### src/rtl/core/i2a_pkg.sv
package i2a_pkg;

    localparam int DEFAULT_VALUE_WIDTH = 32;

    localparam logic [7:0] CHAR_ZERO  = 8'h30;
    localparam logic [7:0] CHAR_LOWA  = 8'h61;
    localparam logic [7:0] CHAR_MINUS = 8'h2D;
    localparam logic [7:0] CHAR_X     = 8'h78;

    localparam logic [3:0] DEC_RADIX = 4'd10;

    localparam logic KIND_DEC = 1'b0;
    localparam logic KIND_HEX = 1'b1;

    typedef enum logic [4:0] {
        ST_IDLE    = 5'b00001,
        ST_CONVERT = 5'b00010,
        ST_PREFIX  = 5'b00100,
        ST_SKIP    = 5'b01000,
        ST_EMIT    = 5'b10000
    } state_t;

    // Maps one digit (0 to 15) to its lowercase ASCII code.
    function automatic logic [7:0] to_ascii(input logic [3:0] digit);
        logic [7:0] wide;
        wide = {4'b0000, digit};
        if (digit < DEC_RADIX) begin
            return CHAR_ZERO + wide;
        end else begin
            return CHAR_LOWA + wide - {4'b0000, DEC_RADIX};
        end
    endfunction

endpackage

### src/rtl/core/i2a_dabble.sv
// One shift-and-add-3 step: every BCD digit of 5 or more gets 3 added, then
// the whole word moves left by one bit and takes in the next binary bit.
module i2a_dabble #(
    parameter int NDIG = 10
) (
    input  logic [NDIG*4-1:0] bcd_in,
    input  logic              bit_in,
    output logic [NDIG*4-1:0] bcd_out
);

    logic [NDIG*4-1:0] adjusted;

    always_comb begin
        for (int i = 0; i < NDIG; i++) begin
            if (bcd_in[i*4 +: 4] >= 4'd5) begin
                adjusted[i*4 +: 4] = bcd_in[i*4 +: 4] + 4'd3;
            end else begin
                adjusted[i*4 +: 4] = bcd_in[i*4 +: 4];
            end
        end
    end

    assign bcd_out = {adjusted[NDIG*4-2:0], bit_in};

endmodule

### src/rtl/core/integer_to_ascii_formatter.sv
// Flow: a decimal value runs through ST_CONVERT, which takes in one bit of the
// value per step, then ST_PREFIX for a '-' if negative, ST_SKIP to drop leading
// zeros (keeping the final digit) and ST_EMIT, one character per step.
// A hex value skips the converter; it passes ST_PREFIX for "0x", ST_SKIP, ST_EMIT.
// s_axis_tready is high only when idle, so a new value is taken only after the
// last character of the previous one is issued. Reset (aresetn low, synchronous)
// returns to idle and drops m_axis_tvalid.
module integer_to_ascii_formatter #(
    parameter int VALUE_WIDTH = i2a_pkg::DEFAULT_VALUE_WIDTH
) (
    input  logic                                  aclk,
    input  logic                                  aresetn,
    input  logic                                  s_axis_tvalid,
    output logic                                  s_axis_tready,
    // tdata: value[VALUE_WIDTH-1:0], zero padding up to a whole byte
    input  logic [((VALUE_WIDTH+7)/8)*8-1:0]      s_axis_tdata,
    // tuser: kind (0 = signed decimal, 1 = hexadecimal)
    input  logic                                  s_axis_tuser,
    output logic                                  m_axis_tvalid,
    input  logic                                  m_axis_tready,
    // tdata: character[7:0]
    output logic [7:0]                            m_axis_tdata,
    output logic                                  m_axis_tlast
);

    localparam int NDIG  = (VALUE_WIDTH * 30103) / 100000 + 1;
    localparam int DIG_W = NDIG * 4;
    localparam int CNT_W = $clog2(VALUE_WIDTH + 1);

    i2a_pkg::state_t state_reg, state_next;

    logic                   kind_reg, kind_next;
    logic                   neg_reg, neg_next;
    logic [VALUE_WIDTH-1:0] bin_reg, bin_next;
    logic [DIG_W-1:0]       digits_reg, digits_next;
    logic [CNT_W-1:0]       cnt_reg, cnt_next;
    logic [1:0]             pre_reg, pre_next;
    logic [7:0]             char_reg, char_next;
    logic                   last_reg, last_next;
    logic                   ovalid_reg, ovalid_next;

    logic [VALUE_WIDTH-1:0] in_value;
    logic [DIG_W-1:0]       dabble_out;
    logic [3:0]             top_digit;
    logic                   out_free;

    assign in_value  = s_axis_tdata[VALUE_WIDTH-1:0];
    assign top_digit = digits_reg[DIG_W-1 -: 4];
    assign out_free  = !ovalid_reg || m_axis_tready;

    i2a_dabble #(
        .NDIG (NDIG)
    ) u_dabble (
        .bcd_in  (digits_reg),
        .bit_in  (bin_reg[VALUE_WIDTH-1]),
        .bcd_out (dabble_out)
    );

    always_comb begin
        state_next  = state_reg;
        kind_next   = kind_reg;
        neg_next    = neg_reg;
        bin_next    = bin_reg;
        digits_next = digits_reg;
        cnt_next    = cnt_reg;
        pre_next    = pre_reg;
        char_next   = char_reg;
        last_next   = last_reg;
        ovalid_next = ovalid_reg;

        if (m_axis_tready) begin
            ovalid_next = 1'b0;
        end

        unique case (state_reg)
            i2a_pkg::ST_IDLE: begin
                if (s_axis_tvalid) begin
                    kind_next = s_axis_tuser;
                    if (s_axis_tuser == i2a_pkg::KIND_HEX) begin
                        neg_next    = 1'b0;
                        digits_next = {{(DIG_W-VALUE_WIDTH){1'b0}}, in_value};
                        cnt_next    = CNT_W'(NDIG);
                        pre_next    = 2'd2;
                        state_next  = i2a_pkg::ST_PREFIX;
                    end else begin
                        neg_next    = in_value[VALUE_WIDTH-1];
                        // The most negative value negates to itself, which
                        // read as unsigned is exactly its magnitude.
                        bin_next    = in_value[VALUE_WIDTH-1] ? (~in_value + 1'b1)
                                                              : in_value;
                        digits_next = '0;
                        cnt_next    = CNT_W'(VALUE_WIDTH);
                        pre_next    = 2'd1;
                        state_next  = i2a_pkg::ST_CONVERT;
                    end
                end
            end
            i2a_pkg::ST_CONVERT: begin
                digits_next = dabble_out;
                bin_next    = {bin_reg[VALUE_WIDTH-2:0], 1'b0};
                cnt_next    = cnt_reg - 1'b1;
                if (cnt_reg == CNT_W'(1)) begin
                    cnt_next   = CNT_W'(NDIG);
                    state_next = neg_reg ? i2a_pkg::ST_PREFIX : i2a_pkg::ST_SKIP;
                end
            end
            i2a_pkg::ST_PREFIX: begin
                if (out_free) begin
                    ovalid_next = 1'b1;
                    last_next   = 1'b0;
                    if (kind_reg == i2a_pkg::KIND_HEX) begin
                        char_next = (pre_reg == 2'd2) ? i2a_pkg::CHAR_ZERO
                                                      : i2a_pkg::CHAR_X;
                    end else begin
                        char_next = i2a_pkg::CHAR_MINUS;
                    end
                    pre_next = pre_reg - 1'b1;
                    if (pre_reg == 2'd1) begin
                        state_next = i2a_pkg::ST_SKIP;
                    end
                end
            end
            i2a_pkg::ST_SKIP: begin
                // Drop leading zeros, but always keep the final digit.
                if (top_digit == 4'd0 && cnt_reg != CNT_W'(1)) begin
                    digits_next = {digits_reg[DIG_W-5:0], 4'b0000};
                    cnt_next    = cnt_reg - 1'b1;
                end else begin
                    state_next = i2a_pkg::ST_EMIT;
                end
            end
            i2a_pkg::ST_EMIT: begin
                if (out_free) begin
                    ovalid_next = 1'b1;
                    char_next   = i2a_pkg::to_ascii(top_digit);
                    last_next   = (cnt_reg == CNT_W'(1));
                    digits_next = {digits_reg[DIG_W-5:0], 4'b0000};
                    cnt_next    = cnt_reg - 1'b1;
                    if (cnt_reg == CNT_W'(1)) begin
                        state_next = i2a_pkg::ST_IDLE;
                    end
                end
            end
            default: begin
                state_next = i2a_pkg::ST_IDLE;
            end
        endcase
    end

    always_ff @(posedge aclk) begin
        if (!aresetn) begin
            state_reg  <= i2a_pkg::ST_IDLE;
            ovalid_reg <= 1'b0;
        end else begin
            state_reg  <= state_next;
            ovalid_reg <= ovalid_next;
        end
    end

    always_ff @(posedge aclk) begin
        kind_reg   <= kind_next;
        neg_reg    <= neg_next;
        bin_reg    <= bin_next;
        digits_reg <= digits_next;
        cnt_reg    <= cnt_next;
        pre_reg    <= pre_next;
        char_reg   <= char_next;
        last_reg   <= last_next;
    end

    assign s_axis_tready = (state_reg == i2a_pkg::ST_IDLE);
    assign m_axis_tvalid = ovalid_reg;
    assign m_axis_tdata  = char_reg;
    assign m_axis_tlast  = last_reg;

endmodule

### config.mk
export PLATFORM = sky130hd
export DESIGN_NAME = integer_to_ascii_formatter
export DESIGN_NICKNAME = d
export VERILOG_FILES = /design/src/rtl/core/i2a_pkg.sv /design/src/rtl/core/i2a_dabble.sv /design/src/rtl/core/integer_to_ascii_formatter.sv
export SDC_FILE = /design/constraint.sdc
export NUM_CORES = 1
export LEC_CHECK = 0
export ABC_CLOCK_PERIOD_IN_PS = 4400
export BUFFER_PORTS_ARGS = -buffer_cell sky130_fd_sc_hd__buf_4
export CORE_UTILIZATION = 55
export DETAILED_ROUTE_END_ITERATION = 12
export GPL_TIMING_DRIVEN = 0
export HOLD_SLACK_MARGIN = 0.08
export PLACE_DENSITY = 0.84
export SETUP_SLACK_MARGIN = 0.4
export SLEW_MARGIN = 0
export SYNTH_ARGS = -nofsm -noshare
export SYNTH_HDL_FRONTEND = slang
export SYNTH_SLANG_ARGS = --single-unit
### constraint.sdc
create_clock -name aclk -period 4.4 [get_ports aclk]
set_input_delay 0.66 -clock aclk [delete_from_list [all_inputs] [get_ports aclk]]
set_output_delay 0.66 -clock aclk [all_outputs]
set_load 0.05 [all_outputs]
Word level (Yosys, flattened, before mapping)
Index checks and enable logic that the tools add are counted.
W data, S select, Z words.
- multipliers: 0
- divide/modulo/power cells: 0
- reduce and logical (&&, ||, !) cells: 15
- shift-type cells: 0
- bitwise logic cells: 1
- add/sub/neg operators: 16
- magnitude comparators: 11
- eq/ne operators: 18
- multiplexer cells: 51
- operator list (operator ; number):
    $pmux W40 S4 ; 1
    $mux W32 ; 4
    $mux W40 ; 3
    $pmux W32 S2 ; 1
    $ge A4 B3 Y1 const B ; 10
    $mux W4 ; 10
    $add A4 B2 Y4 const B ; 9
    $mux W5 ; 7
    $add A32 B1 Y32 const B ; 1
    $not A32 Y32 ; 1
    $mux W6 ; 5
    $pmux W5 S5 ; 1
    $mux W8 ; 3
    $pmux W6 S4 ; 1
    $ne A2 B2 Y1 const B ; 9
    $pmux W8 S2 ; 1
    $mux W7 ; 2
    $reduce_and A3 Y1 ; 3
    $add A7 B4 Y8 const A ; 1
    $sub A8 B4 Y8 const B ; 1
    $add A6 B4 Y7 const A ; 1
    $reduce_and A7 Y1 ; 1
    $eq A6 B1 Y1 const B ; 1
    $mux W2 ; 3
    other kinds (25) ; 32
- ROM bits: 0
- bits in registers: 97
- latch bits: 0
- word-level logic and storage cells: 122
- input port bits: 37
- output and inout port bits: 11
- memories kept: 0
- bits in writable memories: 0

Logic depth before layout (Yosys ltp)
Gate-level depths: netlist of run 1.
- depth in word-level cells: 6
- depth in mapped cells: 7
- mapped depth without buffers: 7

By module
Synthesis of run 1 repeated with hierarchy kept, for this count alone.
- cell total of the unflattened synthesis: 627
- area total of the unflattened synthesis: 6232.2 µm²
- modules (own cells, without submodules) (module ; cells an instance ; seq. area each (µm²) ; instances ; area each (µm²)):
    integer_to_ascii_formatter ; 470 ; 2822.7 ; 1 ; 5231.3
    i2a_dabble ; 157 ; 0.0 ; 1 ; 1001.0

Worst setup path after synthesis of run 1
Ideal clock, no wire load.
- path type: reg-to-reg
- start point: reg state_reg[0]
- end point: reg cnt_reg[0], enable pin
- setup slack: 0.732 ns
- data required time: 3.950 ns
- period minus slack after synthesis: 3.668 ns
- path buffers: 2
- stages on the path, launching flop included: 7
- setup time: 0.450 ns
- data arrival time: 3.219 ns
- cells stage by stage: dfxtp_1 > nor3_1 > o21a_1 > buf_2 > buf_2 > o32ai_1 > nor2_1
- word-level cells in the longest chain between the ends: 3
- elaborated cells on any way between the ends: 9
- those cells by class: eq/ne: 7; reduce/logical: 2
- RTL lines (element ; line ; RTL):
    start: declaration ; integer_to_ascii_formatter.sv:30 ; i2a_pkg::state_t state_reg, state_next;
    start signal: assignment ; integer_to_ascii_formatter.sv:152 ; state_reg <= i2a_pkg::ST_IDLE;
    start signal: assignment ; integer_to_ascii_formatter.sv:155 ; state_reg <= state_next;
    $eq A5 B4 Y1, or another cell as far along ; integer_to_ascii_formatter.sv:75 ; unique case (state_reg)
    $ne A2 B2 Y1 (no source line) / $reduce_bool A4 Y1 (equally long branches) ; - ;
    $reduce_and A4 Y1 (no source line) (*) ; - ;
    end signal: assignment ; integer_to_ascii_formatter.sv:165 ; cnt_reg <= cnt_next;
    end: declaration ; integer_to_ascii_formatter.sv:36 ; logic [CNT_W-1:0] cnt_reg, cnt_next;
Mark *: on every way between the ends. The rest lies on a longest branch, timed or not.
A chain may end at the register's enable or synchronous reset.

Worst setup path after layout of run 1
- start point: reg state_reg[3]
- end point: reg bin_reg[18], enable pin
- word-level cells in the longest chain between the ends: 3
- elaborated cells on any way between the ends: 6
- those cells by class: eq/ne: 4; reduce/logical: 2
- RTL lines (element ; line ; RTL):
    $eq A5 B1 Y1 / $eq A5 B2 Y1 (equally long branches) ; integer_to_ascii_formatter.sv:75 ;
    $ne A2 B2 Y1 (no source line) / $reduce_bool A2 Y1 (equally long branches) ; - ;
    $reduce_and A3 Y1 (no source line) (*) ; - ;
    end signal: assignment ; integer_to_ascii_formatter.sv:163 ; bin_reg <= bin_next;
    end: declaration ; integer_to_ascii_formatter.sv:34 ; logic [VALUE_WIDTH-1:0] bin_reg, bin_next;
Marks and branches as above.

==> summary.md, run 1 <==
| Metric | Value |
|---|---|
| Run status | `completed` |
| Count of unique library cells instantiated by Yosys | `56` |
| Clock root buffer | `sky130_fd_sc_hd__clkbuf_8` |
| Fin nets | `721` |
| Maximum achievable frequency | `351.8 MHz` |
| Crit Path Max Fanout | `17` |
| CP Capture Type | `flop` |
| Starting density of the core | `57.68%` |
| Minimum setup slack after placement | `1593 ps` |
| Via count | `5,003` |
| Setup Viol. Count Final | `0` |
| Clock Skews | `15.45 ps` |
| Hold Fails Final Rpt | `0` |
| Worst Setup Start Kind | `flop` |
| Detailed Route Iter0 Violations | `484` |
| Global routing usage summed across all routing layers | `27.45%` |
| Filler Cells Inserted | `835` |
| Cell area power density | `479.7 nW/µm²` |
| Number of H-tree branching levels | `3` |
| Final number of max-transition violations | `0` |
| Critical path buffers and inverters | `3` |
| Worst vdd ir | `244.6 µV` |
| CTS clock-pin slew for the worst setup and hold paths | `100 ps` |
| Routed len/inst | `18.59 µm` |
| Reg-to-reg setup timing slack | `1560 ps` |
| Share of cells above drive strength 1 | `13.12%` |
| Area added between synthesis and finish | `12.75%` |
| Slowest cell delay on critical path | `630 ps` |
| Standard-cell rows | `37` |
| Leakage dissipation | `2.527 nW` |
| FF/Latch Area | `2823 µm²` |
| Power Total | `3.264 mW` |
| Setup ws final | `1557 ps` |
| WP depth | `6` |
| Setup repair after global routing missed its margin | `no` |
| Bufs on Longest Clock Path | `2` |
| Summed negative setup slack over all endpoints | `0 ps` |
| Multi-input gate area | `2988 µm²` |
| Max stage delay cell, worst path | `sky130_fd_sc_hd__a21oi_4` |
| Beginning of the worst register-to-register path | `state_reg[3]$_SDFFE_PN0P_` |
| Clock network latency to the later pin of the worst-skew pair | `390 ps` |
| Syn_area_per_cell | `10.07 µm²` |
| Overflow left after global routing | `0` |
| Worst r2r path cells | `6` |
| Post-synth top area share | `44.79%` |
| Clock tree from TritonCTS | `built` |
| Area of the die | `11,390 µm²` |
| Relative slew slack | `26.85%` |
| Mapped Cells | `599` |
| Clock Sinks | `96` |
| CP startpoint | `state_reg[3]$_SDFFE_PN0P_` |
| Drt via density | `6.262` |
| Critical Setup Path Class | `flop to flop` |
| Maximum number of pins on one net before global-route repair | `29` |
| Register area share after synthesis | `46.78%` |
| Data arrival time of the worst path | `2930 ps` |
| CTS Hold Bufs | `0` |
| Worst hold-check path type | `primary input to flop` |
| Capture point of the critical path | `bin_reg[18]$_DFFE_PP_` |
| Post-place instance area | `6616 µm²` |
| Most used flip-flop cell after synthesis | `sky130_fd_sc_hd__edfxtp_1` |
| DIE WIDTH | `106.7 µm` |
| Top-level I/O count | `48` |
| Max-cap violations | `0` |
| Reg-to-Reg End | `bin_reg[18]$_DFFE_PP_` |
| Category of cells accounting for the largest share of critical-path delay | `buffers and inverters` |
| Most common cell after layout, fill and taps aside | `sky130_fd_sc_hd__edfxtp_1` |
| Number of global-route vias before repair | `4,975` |
| Flip-flop count of the largest register after layout | `40` |
| Crit path required time | `4490 ps` |
| Share of synthesized registers carrying an async set or reset | `0%` |
| Antenna viol nets, final | `0` |
| Aggregate routed wire length | `14.86 mm` |
| Number of cells in the design after placement | `783` |
| Post-synthesis instance area | `6035 µm²` |
| Global-route wire length before repair | `24.21 mm` |
| Core Box Area | `10,460 µm²` |
| Resized Gates After CTS | `0` |
| Synth top area cells | `sky130_fd_sc_hd__edfxtp_1 45%, sky130_fd_sc_hd__ha_1 5.4%, sky130_fd_sc_hd__a221o_1 4.6%` |
| Residual DRC count | `0` |
| Diodes inserted | `0` |
| Number of nets produced by synthesis | `662` |
| Cell type with the highest aggregate area in the netlist | `sky130_fd_sc_hd__edfxtp_1` |
| Worst slew pin tran | `1088 ps` |
| Count of buffers from port buffering | `46` |
| HPWL after detailed placement | `10.68 mm` |
| Die height | `106.7 µm` |
| CP Cell Sequence | `nor3_1 > nand3b_1 > clkbuf_1 > buf_1 > a21oi_4 > buf_16` |
| Warnings, synthesis | `0` |
| Flip-flop and latch count after synthesis | `96` |
| Number of antenna violations at the first check in global routing | `0` |
| Initial DRT Pass Iterations | `7` |
| Time the final worst path needs with I/O delays and setup | `2843 ps` |
| Layout Cells excl Fill | `799` |
| Number of setup buffers added after CTS | `0` |
| Highest-count cells in the layout ignoring fill and taps | `90 x sky130_fd_sc_hd__edfxtp_1, 63 x sky130_fd_sc_hd__nand2_1, 53 x sky130_fd_sc_hd__nor2_1, 53 x sky130_fd_sc_hd__o21ai_0, 47 x sky130_fd_sc_hd__buf_4` |
| Final period util | `64.60%` |
| EDFF count, synth | `90` |
| Area of all placed cells without fillers | `6804 µm²` |
| Number of CTS-inserted buffers | `9` |
| Global placement routability congestion | `0.8754` |
==> layer usage <==
metal	routed length (µm)	share of wire [%]	vias to the layer above	GRT usage [%]
met2	7200	48	251	44.98
li1	-	-	2325	-
met4	359	2.4	0	12.33
met3	1192	8.0	35	5.106
met1	6103	41	2392	35.44
met5	0	0	-	0
==> per-stage QoR <==
step | hold slack, ps | util [%]
2_1_floorplan | 483.6 | -
3_3_place_gp | 498.5 | 62.60
3_5_place_dp | 519.7 | 63.24
4_1_cts | 458.2 | 65.03
5_1_grt | 456.6 | 65.03
6_report | 462.1 | 65.03
==> cell type report <==
class	instances	share of cell area, %
multi-input cells	446	43.91
repair buffers	48	5.774
flip-flops and latches	96	41.49
inverters	31	1.710
plain buffers	26	1.857
clock inverters	6	0.8827
clock buffers	10	1.876
well taps	136	2.501
==> power breakdown <==
part | internal (mW) | switching (mW) | leakage, nW
logic | 0.447 | 0.689 | 1.51
registers | 1.33 | 0.210 | 0.922
clock network | 0.261 | 0.323 | 0.0953
==> worst min-delay path by stage <==
stage                          startpoint                     to  slack, ps  depth (start not counted)
floorplan           bin_reg[30]$_DFFE_PP_  bin_reg[31]$_DFFE_PP_        480                          2
global placement    bin_reg[17]$_DFFE_PP_  bin_reg[18]$_DFFE_PP_        500                          2
detailed placement  bin_reg[24]$_DFFE_PP_  bin_reg[25]$_DFFE_PP_        520                          2
CTS                          s_axis_tuser     kind_reg$_DFFE_PP_        460                          1
global route                 s_axis_tuser     kind_reg$_DFFE_PP_        460                          1
finish                       s_axis_tuser     kind_reg$_DFFE_PP_        460                          1
==> cell usage after synthesis (2+ instances only) <==
cell,number
sky130_fd_sc_hd__nand3b_1,3
sky130_fd_sc_hd__nor4_4,2
sky130_fd_sc_hd__buf_1,4
sky130_fd_sc_hd__o41ai_1,2
sky130_fd_sc_hd__dfxtp_1,6
sky130_fd_sc_hd__o41ai_2,5
sky130_fd_sc_hd__o21a_1,2
sky130_fd_sc_hd__nor2_1,54
sky130_fd_sc_hd__inv_1,31
sky130_fd_sc_hd__a221o_1,28
sky130_fd_sc_hd__o22ai_1,2
sky130_fd_sc_hd__nand2b_1,13
sky130_fd_sc_hd__buf_2,2
sky130_fd_sc_hd__a211oi_1,10
sky130_fd_sc_hd__a31oi_1,3
sky130_fd_sc_hd__or3_1,2
sky130_fd_sc_hd__xnor2_1,15
sky130_fd_sc_hd__buf_6,3
sky130_fd_sc_hd__nor2b_1,12
sky130_fd_sc_hd__edfxtp_1,90
sky130_fd_sc_hd__o31ai_1,12
sky130_fd_sc_hd__nand4b_2,3
sky130_fd_sc_hd__nand2_1,63
sky130_fd_sc_hd__nand4_1,3
sky130_fd_sc_hd__nor3b_1,10
sky130_fd_sc_hd__conb_1,2
sky130_fd_sc_hd__nor3_1,11
sky130_fd_sc_hd__a21oi_1,44
sky130_fd_sc_hd__o21ai_0,53
sky130_fd_sc_hd__ha_1,26
sky130_fd_sc_hd__nor4_1,4
sky130_fd_sc_hd__and3b_1,2
sky130_fd_sc_hd__xor2_1,31
sky130_fd_sc_hd__nand3_1,6
sky130_fd_sc_hd__clkbuf_1,16
sky130_fd_sc_hd__a21boi_0,2
sky130_fd_sc_hd__o32ai_1,2
sky130_fd_sc_hd__mux2_2,2
==> cells by family (layout without fill, tap and decap cells) <==
family	Yosys count	in the layout	share of synthesized area, %
compound gates	170	170	19.10
flops	96	96	46.78
mux	3	3	0.5391
simple gates	199	199	17.38
other cells	2	2	0.1245
buf+inv	57	121	4.022
fa+ha+maj	26	26	5.391
xor+xnor	46	46	6.676
Note: power is estimated with default switching activity, not from simulation.
==> inputs of run 2 (changes only) <==
Settings changed: ABC_AREA set to 1, ABC_CLOCK_PERIOD_IN_PS 4400 to 2700.
Clock period 4.4 ns to 2.7 ns, I/O delays scaled along.
==> run 2 against run 1 <==
Net effect:
- critical path depth is 4 higher
- final cell count increased by 20%
- critical path type unchanged
- clock power increased to 2.5 times the previous value
- critical endpoint is now digits_reg[38]$_SDFFCE_PP0P_
- die area increased by 3.8%
==> summary.md, run 2 <==
| Metric | Value |
|---|---|
| Antenna viol nets, final | `0` |
| Clock root buffer | `sky130_fd_sc_hd__clkbuf_16` |
| Flip-flop count of the largest register after layout | `40` |
| Slowest cell delay on critical path | `380 ps` |
| Most numerous cell on the critical path | `sky130_fd_sc_hd__nand3_2` |
| Max-cap violations | `0` |
| Cell area power density | `1040 nW/µm²` |
| Relative slew slack | `51.05%` |
| CTS clock-pin slew for the worst setup and hold paths | `60 ps` |
| Worst vdd ir | `481.6 µV` |
| Critical Setup Path Class | `flop to flop` |
| Critical path buffers and inverters | `2` |
| Max stage delay cell, worst path | `sky130_fd_sc_hd__edfxtp_1` |
| Number of H-tree branching levels | `3` |
| Layout Cells excl Fill | `961` |
| Setup Viol. Count Final | `0` |
| Count of unique library cells instantiated by Yosys | `45` |
| Fin nets | `879` |
| Top cell types by occurrence after synthesis | `152 x sky130_fd_sc_hd__nand2_1, 93 x sky130_fd_sc_hd__inv_1, 90 x sky130_fd_sc_hd__edfxtp_1` |
| Setup ws final | `548.4 ps` |
| Crit Path Max Fanout | `7` |
| DIE WIDTH | `108.8 µm` |
| Detailed Route Iter0 Violations | `533` |
| Post-synthesis instance area | `6269 µm²` |
| Run status | `completed` |
| EDFF count, synth | `90` |
| Top-count cell post-synth | `sky130_fd_sc_hd__nand2_1` |
| Global routing usage summed across all routing layers | `30.32%` |
| CP Cell Sequence | `inv_1 > ha_1 > nand3_2 > nand3_1 > nand2_1 > nor2_2 > nand3_2 > nand2_2 > nor2_4 > buf_4` |
| Starting density of the core | `57.07%` |
| Maximum number of pins on one net before global-route repair | `17` |
| Area of the die | `11,830 µm²` |
| Residual DRC count | `0` |
| Clock Skews | `11.03 ps` |
| Number of nets produced by synthesis | `813` |
| Initial DRT Pass Iterations | `8` |
| Area of all placed cells without fillers | `7302 µm²` |
| HPWL after detailed placement | `12.04 mm` |
| Number of antenna violations at the first check in global routing | `0` |
| Final number of max-transition violations | `0` |
| Cell type with the highest aggregate area in the netlist | `sky130_fd_sc_hd__edfxtp_1` |
| Clock network latency to the later pin of the worst-skew pair | `360 ps` |
| Clock Sinks | `96` |
| Hold Fails Final Rpt | `0` |
| Count of buffers from port buffering | `45` |
| Top-level I/O count | `48` |
| Routed len/inst | `17.82 µm` |
| Switching Fraction | `41.12%` |
| Crit path required time | `2810 ps` |
| Most used flip-flop cell after synthesis | `sky130_fd_sc_hd__edfxtp_1` |
| Aggregate routed wire length | `17.12 mm` |
| Die height | `108.8 µm` |
| Data arrival time of the worst path | `2260 ps` |
| Core Box Area | `10,980 µm²` |
| Global-route wire length before repair | `27.01 mm` |
| Worst slew pin tran | `734.3 ps` |
| Diodes inserted | `0` |
| Number of cells in the design after placement | `935` |
| Highest-count cells in the layout ignoring fill and taps | `151 x sky130_fd_sc_hd__nand2_1, 92 x sky130_fd_sc_hd__inv_1, 90 x sky130_fd_sc_hd__edfxtp_1, 73 x sky130_fd_sc_hd__nor2_1, 63 x sky130_fd_sc_hd__nand3_1` |
| Area added between synthesis and finish | `16.49%` |
| Drt via density | `6.093` |
| Clock share of power | `19.4%` |
| Post-synth top area share | `43.11%` |
| Category of cells accounting for the largest share of critical-path delay | `simple AND/OR/NAND/NOR gates` |
| CP Capture Type | `flop` |
| Register area share after synthesis | `45.03%` |
| Maximum achievable frequency | `464.8 MHz` |
| Overflow left after global routing | `0` |
| Share of cells above drive strength 1 | `15.83%` |
| Worst Setup Start Kind | `flop` |
| Flop pwr share | `38.8%` |
| Syn_area_per_cell | `8.358 µm²` |
| Part of the total power dissipated in combinational logic | `41.8%` |
| Final period util | `79.69%` |
| Leakage dissipation | `3.117 nW` |
| Switching power of the nets | `3.122 mW` |
| Post-place instance area | `6830 µm²` |
| Worst hold-check path type | `primary input to flop` |
| Cell-internal power | `4.470 mW` |
| Minimum setup slack after placement | `-73.22 ps` |
| Mapped Cells | `750` |
| Global placement routability congestion | `0.8863` |
| Bufs on Longest Clock Path | `2` |
| Standard-cell rows | `38` |
| Number of global-route vias before repair | `5,487` |
| Number of CTS-inserted buffers | `9` |
| CTS Hold Bufs | `0` |
| Warnings, synthesis | `0` |
| Synth top area cells | `sky130_fd_sc_hd__edfxtp_1 43%, sky130_fd_sc_hd__nand2_1 9.1%, sky130_fd_sc_hd__inv_1 5.6%` |
| Most common cell after layout, fill and taps aside | `sky130_fd_sc_hd__nand2_1` |
| Flip-flop and latch count after synthesis | `96` |
| Setup repair after global routing missed its margin | `no` |
| Via count | `5,855` |
| Time the final worst path needs with I/O delays and setup | `2152 ps` |
| Clock tree from TritonCTS | `built` |
| Share of synthesized registers carrying an async set or reset | `0%` |
## run 2: cells by family after synthesis
| kind of cell | count (synthesis) | synth area share [%] |
|---|---|---|
| xor+xnor | 20 | 2.794 |
| flops | 96 | 45.03 |
| simple gates | 329 | 23.23 |
| other cells | 2 | 0.1198 |
| compound gates | 157 | 15.53 |
| buf+inv | 120 | 8.104 |
| fa+ha+maj | 26 | 5.190 |
## run 2: area by class of cell
class	instances	area [µm²]
fillers	871	3681
multi-input cells	538	3032
flip-flops and latches	96	2826
repair buffers	51	420.4
inverters	99	377.9
clock buffers	10	229.0
well taps	140	175.2
plain buffers	21	133.9
clock inverters	6	107.6
## run 2: through the flow
stage	util, %	hold slack (ps)	power, mW	TNS, ps
floorplan	-	491.5	4.910	0
global placement	62.19	497.3	5.522	-2176
detailed placement	62.19	504.7	5.719	-3245
CTS	65.87	274.6	7.378	0
global route	66.48	280.3	8.016	0
finish	66.48	282.6	7.591	0
## run 2: path summary, 6_finish.rpt
kind	from	end	slack, ps	depth (start not counted)
max	cnt_reg[1]$_DFFE_PP_	digits_reg[38]$_SDFFCE_PP0P_	550	10
min	s_axis_tuser	kind_reg$_DFFE_PP_	280	1
max reg2reg	cnt_reg[1]$_DFFE_PP_	digits_reg[38]$_SDFFCE_PP0P_	550	10
min reg2reg	bin_reg[24]$_DFFE_PP_	bin_reg[25]$_DFFE_PP_	520	2
## run 2: repair_timing
action / CTS / global route
gates resized for setup: 5 / 0
endpoints found under the setup margin: 78 / 78
gates cloned: 4 / 0
setup buffers: 2 / 4
pin swaps: 3 / 4
## run 2: metal layers
metal | vias to the layer above | global-route usage, % | wire length (µm)
li1 | 2724 | - | -
met3 | 40 | 4.543 | 1860
met1 | 2710 | 39.55 | 6668
met2 | 381 | 49.14 | 7995
met4 | 0 | 15.25 | 596
met5 | - | 0 | 0
## run 2: power groups by stage
| stage | combinational [mW] | clock [mW] | sequential [mW] |
|---|---|---|---|
| after floorplan | 2.02 | 0 | 2.89 |
| after global placement | 2.59 | 0 | 2.93 |
| after detailed placement | 2.75 | 0 | 2.97 |
| after CTS | 2.97 | 1.47 | 2.93 |
| after global routing | 3.48 | 1.53 | 3.01 |
| final | 3.18 | 1.47 | 2.95 |
==> inputs of run 3 (changes only) <==
Settings changed: ABC_AREA 1 to 0, ABC_CLOCK_PERIOD_IN_PS 2700 to 2000.
Clock period 2.7 ns to 2 ns, I/O delays scaled along.
==> run 3 against run 2 <==
Net effect:
- flip-flop and latch count did not move
- critical path type unchanged
- clock skew rose by 9.9 ps
- the flow now finishes with violations (setup timing)
- clock-buffer cell count did not move
- global-route usage rose by 2.0 points
- non-clock buffer count rose by 49
==> summary.md, run 3 (synthesis results as in run 1) <==
| Metric | Value |
|---|---|
| Run status | `finished, violations left` |
| Violated checks | `setup timing` |
| Diodes inserted | `0` |
| Global placement routability congestion | `0.8731` |
| Fin nets | `772` |
| Worst Setup Start Kind | `flop` |
| Maximum achievable frequency | `480.0 MHz` |
| Layout Cells excl Fill | `850` |
| Final number of max-transition violations | `0` |
| Worst vdd ir | `608.0 µV` |
| Aggregate routed wire length | `21.58 mm` |
| HPWL after detailed placement | `10.70 mm` |
| CTS clock-pin slew for the worst setup and hold paths | `110 ps` |
| Count of buffers from port buffering | `46` |
| Residual DRC count | `0` |
| Area added between synthesis and finish | `33.28%` |
| Cell area power density | `1078 nW/µm²` |
| Clock Skews | `20.94 ps` |
| Bufs on Longest Clock Path | `2` |
| Worst slew pin tran | `846.0 ps` |
| Setup ws final | `-83.35 ps` |
| Final period util | `104.2%` |
| Core Box Area | `10,460 µm²` |
| Maximum number of pins on one net before global-route repair | `17` |
| Clock Sinks | `96` |
| Detailed Route Iter0 Violations | `835` |
| Global-route wire length before repair | `28.10 mm` |
| Data arrival time of the worst path | `2220 ps` |
| Time the final worst path needs with I/O delays and setup | `2083 ps` |
| Global routing usage summed across all routing layers | `32.36%` |
| Number of CTS-inserted buffers | `9` |
| Setup repair after global routing missed its margin | `yes` |
| Area of the die | `11,390 µm²` |
| DIE WIDTH | `106.7 µm` |
| Standard-cell rows | `37` |
| Leakage dissipation | `3.104 nW` |
| Overflow left after global routing | `0` |
| Number of H-tree branching levels | `3` |
| Post-place instance area | `6729 µm²` |
| Hold Fails Final Rpt | `0` |
| Critical Setup Path Class | `flop to flop` |
| Number of cells in the design after placement | `781` |
| Number of antenna violations at the first check in global routing | `0` |
| Routed len/inst | `25.38 µm` |
| Summed negative setup slack over all endpoints | `-4507 ps` |
| Relative slew slack | `43.60%` |
| Clock tree from TritonCTS | `built` |
| Share of cells above drive strength 1 | `33.19%` |
| CTS Hold Bufs | `0` |
| Setup Viol. Count Final | `107` |
| Worst hold-check path type | `primary input to flop` |
| Antenna viol nets, final | `0` |
| Crit path required time | `2140 ps` |
| Flip-flop count of the largest register after layout | `40` |
| Max-cap violations | `0` |
| Area of all placed cells without fillers | `8043 µm²` |
| Top-level I/O count | `48` |
| CP Capture Type | `flop` |
| Via count | `5,932` |
| Crit Path Max Fanout | `8` |
| Minimum setup slack after placement | `-979.1 ps` |
| Most common cell after layout, fill and taps aside | `sky130_fd_sc_hd__edfxtp_1` |
| Initial DRT Pass Iterations | `8` |
| Number of global-route vias before repair | `5,524` |
| Die height | `106.7 µm` |
| Drt via density | `6.979` |
| Starting density of the core | `57.68%` |
| Clock network latency to the later pin of the worst-skew pair | `400 ps` |
| Clock root buffer | `sky130_fd_sc_hd__clkbuf_8` |
| Highest-count cells in the layout ignoring fill and taps | `90 x sky130_fd_sc_hd__edfxtp_1, 73 x sky130_fd_sc_hd__buf_4, 53 x sky130_fd_sc_hd__nand2_1, 47 x sky130_fd_sc_hd__nor2_1, 37 x sky130_fd_sc_hd__a21oi_1` |
==> run 3: cell count changes in the layout (fill, tap and decap cells not counted), moves of 10 or more <==
| cell | previous run | this run |
|---|---|---|
| sky130_fd_sc_hd__a221o_1 | 0 | 28 |
| sky130_fd_sc_hd__buf_4 | 52 | 73 |
| sky130_fd_sc_hd__clkbuf_8 | 0 | 10 |
| sky130_fd_sc_hd__inv_1 | 92 | 28 |
| sky130_fd_sc_hd__nand2_1 | 151 | 53 |
| sky130_fd_sc_hd__nand2b_1 | 0 | 12 |
| sky130_fd_sc_hd__nand3_1 | 63 | 6 |
| sky130_fd_sc_hd__nor2_1 | 73 | 47 |
| sky130_fd_sc_hd__nor2b_1 | 0 | 11 |
| sky130_fd_sc_hd__o21ai_0 | 60 | 24 |
| sky130_fd_sc_hd__o21ai_2 | 0 | 21 |
| sky130_fd_sc_hd__o221ai_1 | 21 | 0 |
| sky130_fd_sc_hd__xnor2_1 | 2 | 15 |
| sky130_fd_sc_hd__xor2_1 | 18 | 31 |
==> run 3: cell type report <==
type                       instances  area [µm²]
inverter                          31       120.1
timing repair buffer              95       945.9
tap                              136       170.2
sequential                        96        2839
clock inverter                     6       90.09
buffer                            26       244.0
fill                             590        2420
multi-input combinational        450        3506
clock buffer                      10       127.6
==> run 3: routing by layer <==
layer / vias to the layer above / wire length, µm / share of wire (%) / global-route usage, %
met3: 153 / 2581 / 12 / 7.112
li1: 2438 / - / - / -
met1: 2793 / 7446 / 35 / 38.83
met5: - / 0 / 0 / 0
met2: 548 / 10080 / 47 / 54.15
met4: 0 / 1464 / 6.8 / 17.51
==> run 3: final timing paths <==
check | startpoint | end | slack (ps) | cells after the start
max | state_reg[3]$_SDFFE_PN0P_ | digits_reg[9]$_DFFE_PP_ | -80 | 6
min | s_axis_tuser | kind_reg$_DFFE_PP_ | 100 | 1
max reg2reg | state_reg[3]$_SDFFE_PN0P_ | digits_reg[9]$_DFFE_PP_ | -80 | 6
min reg2reg | bin_reg[30]$_DFFE_PP_ | bin_reg[31]$_DFFE_PP_ | 540 | 2
==> run 3: report_power, final <==
part           internal [mW]  switching (mW)
Sequential              2.94           0.554
Clock                  0.713           0.780
Combinational           1.59            2.10
==> run 3: stage by stage <==
stage | util [%] | power, mW | hold WS (ps)
6_report | 76.87 | 8.670 | 95.14
5_1_grt | 76.87 | 8.975 | 117.1
3_3_place_gp | 64.31 | 5.664 | 488.3
4_1_cts | 71.21 | 7.962 | 87.73
2_1_floorplan | - | 5.116 | 398.9
3_5_place_dp | 64.31 | 5.874 | 488.2
==> run 3: worst max-delay path: stages (launching register included) <==
cell,delay (ps)
sky130_fd_sc_hd__dfxtp_4,390
sky130_fd_sc_hd__or3_4,410
sky130_fd_sc_hd__nor3b_4,240
sky130_fd_sc_hd__buf_12,170
sky130_fd_sc_hd__nor3b_4,90
sky130_fd_sc_hd__buf_2,200
sky130_fd_sc_hd__a221o_1,320
==> run 3: what timing repair did <==
item	4_1_cts	5_1_grt
cloned	4	7
endpoints found under the setup margin	176	183
pin swaps	12	17
gates resized for setup	52	121
buffers inserted	25	17
